<file path="config.mk">
export PLATFORM = sky130hd
export DESIGN_NAME = lzd_ctrl
export DESIGN_NICKNAME = d
export VERILOG_FILES = /design/src/lzd_pkg.sv /design/src/lzd_ctrl.sv
export SDC_FILE = /design/constraint.sdc
export NUM_CORES = 1
export LEC_CHECK = 0
export BUFFER_PORTS_ARGS = -buffer_cell sky130_fd_sc_hd__buf_4
export CORE_MARGIN = 2
export CORE_UTILIZATION = 35
export CTS_CLUSTER_DIAMETER = 80
export DETAILED_ROUTE_END_ITERATION = 10
export REMOVE_ABC_BUFFERS = 1
export SLEW_MARGIN = 20
export SYNTH_ARGS = -nofsm -noshare
export SYNTH_HDL_FRONTEND = slang
export SYNTH_SLANG_ARGS = --single-unit
</file>
<file path="constraint.sdc">
create_clock -name i_clk -period 2.5 [get_ports i_clk]
set_input_delay 0 -clock i_clk [delete_from_list [all_inputs] [get_ports i_clk]]
set_output_delay 0 -clock i_clk [all_outputs]
set_load 0.005 [all_outputs]
</file>
<file path="src/lzd_pkg.sv">
`default_nettype none
package lzd_pkg;

    // window geometry
    localparam int WINDOW_BYTES = 8192;
    localparam int WIN_AW       = $clog2(WINDOW_BYTES);
    localparam int POS_W        = WIN_AW + 1;

    // stream constants
    localparam logic [7:0] MAGIC_BYTE = 8'h66;
    localparam logic [7:0] NO_MATCH   = 8'd253;
    localparam logic [7:0] END_MARK   = 8'd254;
    localparam logic [7:0] LIT_EXT_MAX = 8'd240;
    localparam logic [7:0] MEXT_MAX   = 8'd236;
    localparam logic [3:0] NIBBLE_MAX = 4'd15;
    localparam logic [7:0] MIN_MATCH  = 8'd4;

    // result status codes
    localparam logic [2:0] ST_DATA       = 3'd0;
    localparam logic [2:0] ST_END        = 3'd1;
    localparam logic [2:0] ST_END_UNUSED = 3'd2;
    localparam logic [2:0] ST_BAD_MAGIC  = 3'd3;
    localparam logic [2:0] ST_LIT_OVR    = 3'd4;
    localparam logic [2:0] ST_MATCH_OVR  = 3'd5;
    localparam logic [2:0] ST_BAD_OFF    = 3'd6;
    localparam logic [2:0] ST_TRUNC      = 3'd7;

    // literal count source
    localparam logic [1:0] LS_NONE  = 2'd0;
    localparam logic [1:0] LS_TOKEN = 2'd1;
    localparam logic [1:0] LS_EXT   = 2'd2;

    // match length source
    localparam logic [1:0] MS_NONE   = 2'd0;
    localparam logic [1:0] MS_NIB_IN = 2'd1;
    localparam logic [1:0] MS_NIB_RG = 2'd2;
    localparam logic [1:0] MS_EXT    = 2'd3;

    // result kind
    localparam logic [1:0] OK_LIT    = 2'd0;
    localparam logic [1:0] OK_BEAT   = 2'd1;
    localparam logic [1:0] OK_STATUS = 2'd2;

    typedef struct packed {
        logic [7:0] in_byte;
        logic       last_in;
    } t_in_item;

    typedef struct packed {
        logic [7:0]  out_byte0;
        logic [7:0]  out_byte1;
        logic [7:0]  out_byte2;
        logic [7:0]  out_byte3;
        logic [2:0]  byte_count;
        logic        run_last;
        logic [2:0]  status;
        logic [13:0] total_length;
    } t_out_item;

    typedef struct packed {
        logic       clr_pos;
        logic       ld_mnib;
        logic [1:0] lit_sel;
        logic       dec_lit;
        logic [1:0] mlen_sel;
        logic       ld_offlo;
        logic       start_copy;
        logic       lit_wr;
        logic       trunc_add;
        logic       rd;
        logic       wr_copy;
        logic       out_ld;
        logic [1:0] out_kind;
        logic [2:0] out_status;
    } t_cmd;

    typedef struct packed {
        logic out_free;
        logic magic;
        logic hi15;
        logic hi0;
        logic lo15;
        logic mnib15;
        logic ext_gt240;
        logic ext_nomatch;
        logic ext_end;
        logic ext_gt236;
        logic tok_lit_ovf;
        logic ext_lit_ovf;
        logic lit_one;
        logic m_ovf;
        logic bad_off;
        logic rem_one;
        logic beat_full;
    } t_flags;

endpackage
`default_nettype wire

</file>
<file path="src/lzd_ctrl.sv">
`default_nettype none
module lzd_ctrl
    import lzd_pkg::*;
(
    input  wire logic   i_clk,
    input  wire logic   i_rst_n,
    input  wire logic   i_in_valid,
    input  wire logic   i_last,
    input  wire t_flags i_flags,
    output logic        o_in_stall,
    output t_cmd        o_cmd
);

    // sequencer states
    localparam logic [1:0] S_IDLE = 2'd0;
    localparam logic [1:0] S_RD   = 2'd1;
    localparam logic [1:0] S_WR   = 2'd2;

    // stream parse phases
    localparam logic [2:0] P_MAGIC    = 3'd0;
    localparam logic [2:0] P_TOKEN    = 3'd1;
    localparam logic [2:0] P_LITEXT   = 3'd2;
    localparam logic [2:0] P_LITS     = 3'd3;
    localparam logic [2:0] P_MATCHEXT = 3'd4;
    localparam logic [2:0] P_OFFLO    = 3'd5;
    localparam logic [2:0] P_OFFHI    = 3'd6;

    logic [1:0] r_state, n_state;
    logic [2:0] r_phase, n_phase;
    logic       r_skip, n_skip;

    assign o_in_stall = !((r_state == S_IDLE) && i_flags.out_free);

    // parse and copy sequencing
    always_comb begin
        logic       fin;
        logic       emit_lit;
        logic       go_copy;
        logic [2:0] st;
        o_cmd    = '0;
        n_state  = r_state;
        n_phase  = r_phase;
        n_skip   = r_skip;
        fin      = 1'b0;
        emit_lit = 1'b0;
        go_copy  = 1'b0;
        st       = ST_DATA;
        case (r_state)
            S_IDLE: begin
                if (i_in_valid && i_flags.out_free) begin
                    if (r_skip) begin
                        if (i_last) begin
                            n_skip = 1'b0;
                        end
                    end else begin
                        case (r_phase)
                            P_MAGIC: begin
                                o_cmd.clr_pos = 1'b1;
                                if (!i_flags.magic) begin
                                    fin = 1'b1;
                                    st  = ST_BAD_MAGIC;
                                end else begin
                                    n_phase = P_TOKEN;
                                end
                            end
                            P_TOKEN: begin
                                o_cmd.ld_mnib = 1'b1;
                                if (i_flags.hi15) begin
                                    n_phase = P_LITEXT;
                                end else if (i_flags.tok_lit_ovf) begin
                                    fin = 1'b1;
                                    st  = ST_LIT_OVR;
                                end else begin
                                    o_cmd.lit_sel = LS_TOKEN;
                                    if (!i_flags.hi0) begin
                                        n_phase = P_LITS;
                                    end else if (i_flags.lo15) begin
                                        n_phase = P_MATCHEXT;
                                    end else begin
                                        o_cmd.mlen_sel = MS_NIB_IN;
                                        n_phase        = P_OFFLO;
                                    end
                                end
                            end
                            P_LITEXT: begin
                                if (i_flags.ext_gt240 || i_flags.ext_lit_ovf) begin
                                    fin = 1'b1;
                                    st  = ST_LIT_OVR;
                                end else begin
                                    o_cmd.lit_sel = LS_EXT;
                                    n_phase       = P_LITS;
                                end
                            end
                            P_LITS: begin
                                o_cmd.lit_wr  = 1'b1;
                                o_cmd.dec_lit = 1'b1;
                                emit_lit      = 1'b1;
                                if (i_flags.lit_one) begin
                                    if (i_flags.mnib15) begin
                                        n_phase = P_MATCHEXT;
                                    end else begin
                                        o_cmd.mlen_sel = MS_NIB_RG;
                                        n_phase        = P_OFFLO;
                                    end
                                end
                            end
                            P_MATCHEXT: begin
                                if (i_flags.ext_nomatch) begin
                                    n_phase = P_TOKEN;
                                end else if (i_flags.ext_end) begin
                                    fin = 1'b1;
                                    st  = i_last ? ST_END : ST_END_UNUSED;
                                end else if (i_flags.ext_gt236) begin
                                    fin = 1'b1;
                                    st  = ST_MATCH_OVR;
                                end else begin
                                    o_cmd.mlen_sel = MS_EXT;
                                    n_phase        = P_OFFLO;
                                end
                            end
                            P_OFFLO: begin
                                o_cmd.ld_offlo = 1'b1;
                                n_phase        = P_OFFHI;
                            end
                            default: begin
                                if (i_flags.m_ovf) begin
                                    fin = 1'b1;
                                    st  = ST_MATCH_OVR;
                                end else if (i_flags.bad_off) begin
                                    fin = 1'b1;
                                    st  = ST_BAD_OFF;
                                end else begin
                                    n_phase = P_TOKEN;
                                    if (i_last) begin
                                        o_cmd.trunc_add = 1'b1;
                                    end else begin
                                        go_copy = 1'b1;
                                    end
                                end
                            end
                        endcase
                        // one result per byte at most outside a copy
                        if (fin) begin
                            n_phase          = P_MAGIC;
                            n_skip           = !i_last;
                            o_cmd.out_ld     = 1'b1;
                            o_cmd.out_kind   = OK_STATUS;
                            o_cmd.out_status = st;
                        end else if (i_last) begin
                            n_phase          = P_MAGIC;
                            n_skip           = 1'b0;
                            o_cmd.out_ld     = 1'b1;
                            o_cmd.out_kind   = OK_STATUS;
                            o_cmd.out_status = ST_TRUNC;
                        end else if (emit_lit) begin
                            o_cmd.out_ld   = 1'b1;
                            o_cmd.out_kind = OK_LIT;
                        end
                        if (go_copy) begin
                            o_cmd.start_copy = 1'b1;
                            n_state          = S_RD;
                        end
                    end
                end
            end
            S_RD: begin
                o_cmd.rd = 1'b1;
                n_state  = S_WR;
            end
            S_WR: begin
                if ((!i_flags.beat_full && !i_flags.rem_one) || i_flags.out_free) begin
                    o_cmd.wr_copy = 1'b1;
                    if (i_flags.beat_full || i_flags.rem_one) begin
                        o_cmd.out_ld   = 1'b1;
                        o_cmd.out_kind = OK_BEAT;
                    end
                    n_state = i_flags.rem_one ? S_IDLE : S_RD;
                end
            end
            default: begin
                n_state = S_IDLE;
            end
        endcase
    end

    // control registers
    always_ff @(posedge i_clk) begin
        if (!i_rst_n) begin
            r_state <= S_IDLE;
            r_phase <= P_MAGIC;
            r_skip  <= 1'b0;
        end else begin
            r_state <= n_state;
            r_phase <= n_phase;
            r_skip  <= n_skip;
        end
    end

endmodule
`default_nettype wire

</file>
### Word level (Yosys, flattened, before mapping)

Index checks and enable logic that the tools add are counted.

* output and inout bits: 20
* input port bits: 21
* bits in registers: 6

* reductions and logical operators: 17
* bitwise operators: 1
* muxes and demuxes: 96
* equality and inequality tests: 19

Operators with widths (number)
* two-way mux 3 bit: 26
* two-way mux 1 bit: 44
* two-way mux 11 bit: 3
* two-way mux 2 bit: 12
* two-way mux 6 bit: 3
* != test 9 x 2 -> 1 bit (second input constant): 2
* one-hot mux 3 bit (6 select lines): 1
* != test 5 bit (second input constant): 3
* one-hot mux 3 bit (5 select lines): 1
* != test 4 bit (second input constant): 3
* one-hot mux 2 bit (3 select lines): 2
* AND reduction 11 bit: 1
* == test 3 x 2 -> 1 bit (second input constant): 2
* == test 3 bit (second input constant): 2
* one-hot mux 3 bit (2 select lines): 1
* OR reduction 6 bit: 1
* one-hot mux 1 bit (5 select lines): 1
* zero test 1 bit: 4
* two-way mux 4 bit: 1
* != test 2 x 1 -> 1 bit (second input constant): 2
* != test 2 bit (second input constant): 2
* one-hot mux 2 bit (2 select lines): 1
* AND reduction 4 bit: 1
* == test 3 x 1 -> 1 bit (second input constant): 1
* 9 further kinds: 13

### Logic depth before layout (Yosys ltp)

* word-level depth: 11
* gate-level depth with buffers: 7

### Worst setup path before layout

Ideal clock, no wire load.

* path type: reg2reg
* start: register r_phase[1]
* end: register r_phase[1]
* arrival time: 1.664 ns
* required time: 2.379 ns
* library setup time: 0.121 ns
* cell stages (with the launch flop): 7
* slack: 0.715 ns
* cell sequence: dfxtp_1 or4b_4 o22a_4 a32oi_4 nor2_1 nand4_1 o31ai_1

* word-level cells in the longest chain between the ends: 8
* elaborated cells on any way between the ends: 23
* classes of those cells: 13 x eq/ne; 7 x mux; 3 x reduce/logical

RTL lines
* start: declaration: line lzd_ctrl.sv:29 `logic [2:0] r_phase, n_phase;`
* start signal: assignment: line lzd_ctrl.sv:194 `r_phase <= n_phase;`
* == test 3 bit / == test 3 x 2 -> 1 bit (equally long branches): line lzd_ctrl.sv:56 `case (r_phase)`
* OR reduction 2 bit (no source line)
* one-hot mux 1 bit (5 select lines): line lzd_ctrl.sv:56
* two-way mux 1 bit: line lzd_ctrl.sv:51 `if (r_skip) begin`
* two-way mux 1 bit: line lzd_ctrl.sv:50 `if (i_in_valid && i_flags.out_free) begin`
* two-way mux 1 bit: line lzd_ctrl.sv:48 `case (r_state)`
* != test 9 x 2 -> 1 bit (no source line), or another cell as far along
* AND reduction 11 bit (no source line)

Parallel ways exist; a longest one is shown, timed or not. The select of a mux whose other input is x is not followed.
A chain may end at the register's enable or synchronous reset.

==> results.yml <==
finish:
  multiInputGateArea_sq_um: 618
  syn_to_final_growth_pct: 42.4
  nets: 173
  num-fill-cells: 236
  layout-drive-gt1-share_pct: 37.2
  seq_area_sq_um: 120
  antenna_cells: 0
placement:
  dpl.hpwl_um: 1840
  dp_slack_ns: 0.420
  place.gp.congestion: 0.764
  io_buffers: 40
route:
  routedWlPerCell_um: 12.9
  drt_pass1_iterations: 4
  dr_total_vias: 935
  drtIter0Drc: 19
  drc: 0
  vias_per_cell: 5.31
  postRouteAntennaNets: 0
  wl_um: 2260
sta:
  rsz0062_at_grt: "false"
  maxSlewViolCount: 0
  setup_viol: 0
  post-route-period-util_pct: 92.8
  tightest_slew_ns: 0.545
  finalSetupTns_ns: 0
  layout_setup_ws_ns: 0.181
  fmax_mhz: 431
  relSlewSlack_pct: 63.6
  whs_ns: 0.0361
  skew_ns: 0.00569
  min_period_ns: 2.32
  hold_viol: 0
critical_path:
  max_stage_delay_ns: 0.47
  startpoint_type: "flop"
  slowest_stage: "dfxtp_1"
  worst-path-stages: 7
  critPathMaxFanout: 16
  critPathKind: "reg2out"
  ff2ff_path_depth: 6
  crit_family: "simple AND/OR/NAND/NOR gates"
  end_kind: "primary output"
  critPathRequiredTime_ns: 2.50
  path_cells: "ha_1 -> nor2_1 -> a32oi_4 -> o21ai_2 -> inv_2 -> or3_1 -> buf_4"
  crit_arrival_ns: 2.32
  crit_buf_inv: 2
job:
  maxCapViolCount: 0
global_routing:
  overflow: 0
  grt_pass1_vias: 922
  grt_pass1_wl_um: 3960
  grt_max_degree: 17
  antenna_found_initial: 0
  grt_usage_pct: 18.8
floorplanning:
  die_area_sq_um: 2640
  num_rows: 17
  coreArea_sq_um: 2170
  initial_utilization_pct: 36.2
  die_w_um: 51.4
  top_level_ports: 41
  die_h_um: 51.4
clock_network:
  cts_hold_buf: 0
  cts.sink_count: 6
  cts_tree: "yes"
  post_cts_resized: 0
  htreeDepth: 1
  clk_latency_ns: 0.24
  post_cts_buffers: 0
  cts_buffers: 3
  clock_path_buffers: 2
  clk_pin_slew_ns: 0.05
  cts.root.buffer_cell: "clkbuf_4"
logic_synthesis:
  synth_ff_type: "dfxtp_1"
  synth-edff-count: 0
  synth-async-reset-ratio_pct: 0
  netlist_area_sq_um: 786
  synth_warnings: 0
  synth-seq-cells: 6
  yosysSeqAreaShare_pct: 15.3
  synth.avg_cell_area_sq_um: 7.21
  syn_inst: 109
  yosysUniqueCellTypes: 42
power_and_ir_drop:
  p_per_area_nw_per_um2: 242
  power.leakage_nw: 0.486
  vdd_ir_drop_max_uv: 171
hold_path:
  worstHoldPathType: "in2reg"
  hold_path_depth: 2
run_status:
  status: "finished, final reports clean"
-- sequential cells by signal, indices dropped and copies added (netlist names) --
name and flops:
r_state 2, r_skip 1, r_phase 3
-- per-stage QoR --
stage / power [mW] / cell area (sq um) / std cells / utilization (%)
4_1_cts: 0.273 / 1120 / 176 / 51.6
2_1_floorplan: 0.139 / 753 / 104 / -
3_5_place_dp: 0.187 / 1100 / 173 / 50.5
6_report: 0.271 / 1120 / 176 / 51.6
5_1_grt: 0.285 / 1120 / 176 / 51.6
3_3_place_gp: 0.186 / 1100 / 173 / 50.5
-- final timing paths --
path                 to  slack [ns]       start
max            o_cmd[5]        0.18  r_phase[1]
min          r_state[1]        0.04     i_rst_n
max reg2reg  r_phase[2]        0.39  r_phase[0]
min reg2reg      r_skip        0.51      r_skip
-- layer usage --
metal	part of all wire [%]	GRT usage [%]
met5	0	0
met4	0	4.39
met3	3.5	0.877
met2	47	30.8
met1	50	27.0
-- logic make-up after synthesis --
group / Yosys count / share of synthesized area, %
compound gates: 31 / 31.7
fa+ha+maj: 2 / 3.18
buf+inv: 9 / 6.05
flops: 6 / 15.3
mux: 1 / 1.27
simple gates: 60 / 42.5
-- final cells by class --
class                           count  share of cell area [%]
Timing Repair Buffer               41                    27.5
Multi-Input combinational cell     94                    55.3
Sequential cell                     6                    10.7
Tap cell                           28                    3.13
Inverter                            4                    1.34
Clock buffer                        3                    2.01
-- synthesized netlist by cell type (2+ instances only) --
master,number,area [sq um]
ha_1,2,25.0
o21ai_1,4,20.0
nand2_1,7,26.3
buf_4,3,22.5
a211oi_1,2,15.0
and3_1,3,18.8
nand3_1,5,25.0
o31ai_1,2,15.0
nor2_1,18,67.6
a21oi_1,9,45.0
nor3_1,6,30.0
dfxtp_1,6,120
nor2b_1,5,31.3
o21ai_0,2,10.0
buf_2,2,10.0
nand2b_1,3,18.8
o21a_1,3,22.5
inv_1,3,11.3
-- power breakdown --
| group | internal [mW] | total (mW) | switching (mW) |
|---|---|---|---|
| combinational | 0.0458 | 0.0864 | 0.0406 |
| sequential | 0.0971 | 0.0990 | 0.00184 |
| clock | 0.0541 | 0.0855 | 0.0315 |
-- cell usage in the layout, fill, tap and decap left out, drive strengths merged, types with 2 or more instances in the layout --
master | netlist | final
o21ai | 7 | 7
nor3 | 6 | 6
nor2b | 5 | 5
nor4 | 2 | 2
and3 | 3 | 3
or4b | 2 | 2
a21oi | 9 | 9
nor2 | 19 | 19
nand2b | 3 | 3
o31ai | 3 | 3
buf | 5 | 41
nand3 | 5 | 5
a211oi | 2 | 2
inv | 4 | 4
o21a | 3 | 3
ha | 2 | 2
clkbuf | 0 | 3
dfxtp | 6 | 6
nand2 | 7 | 7
Note: power is estimated with default switching activity, not from simulation.
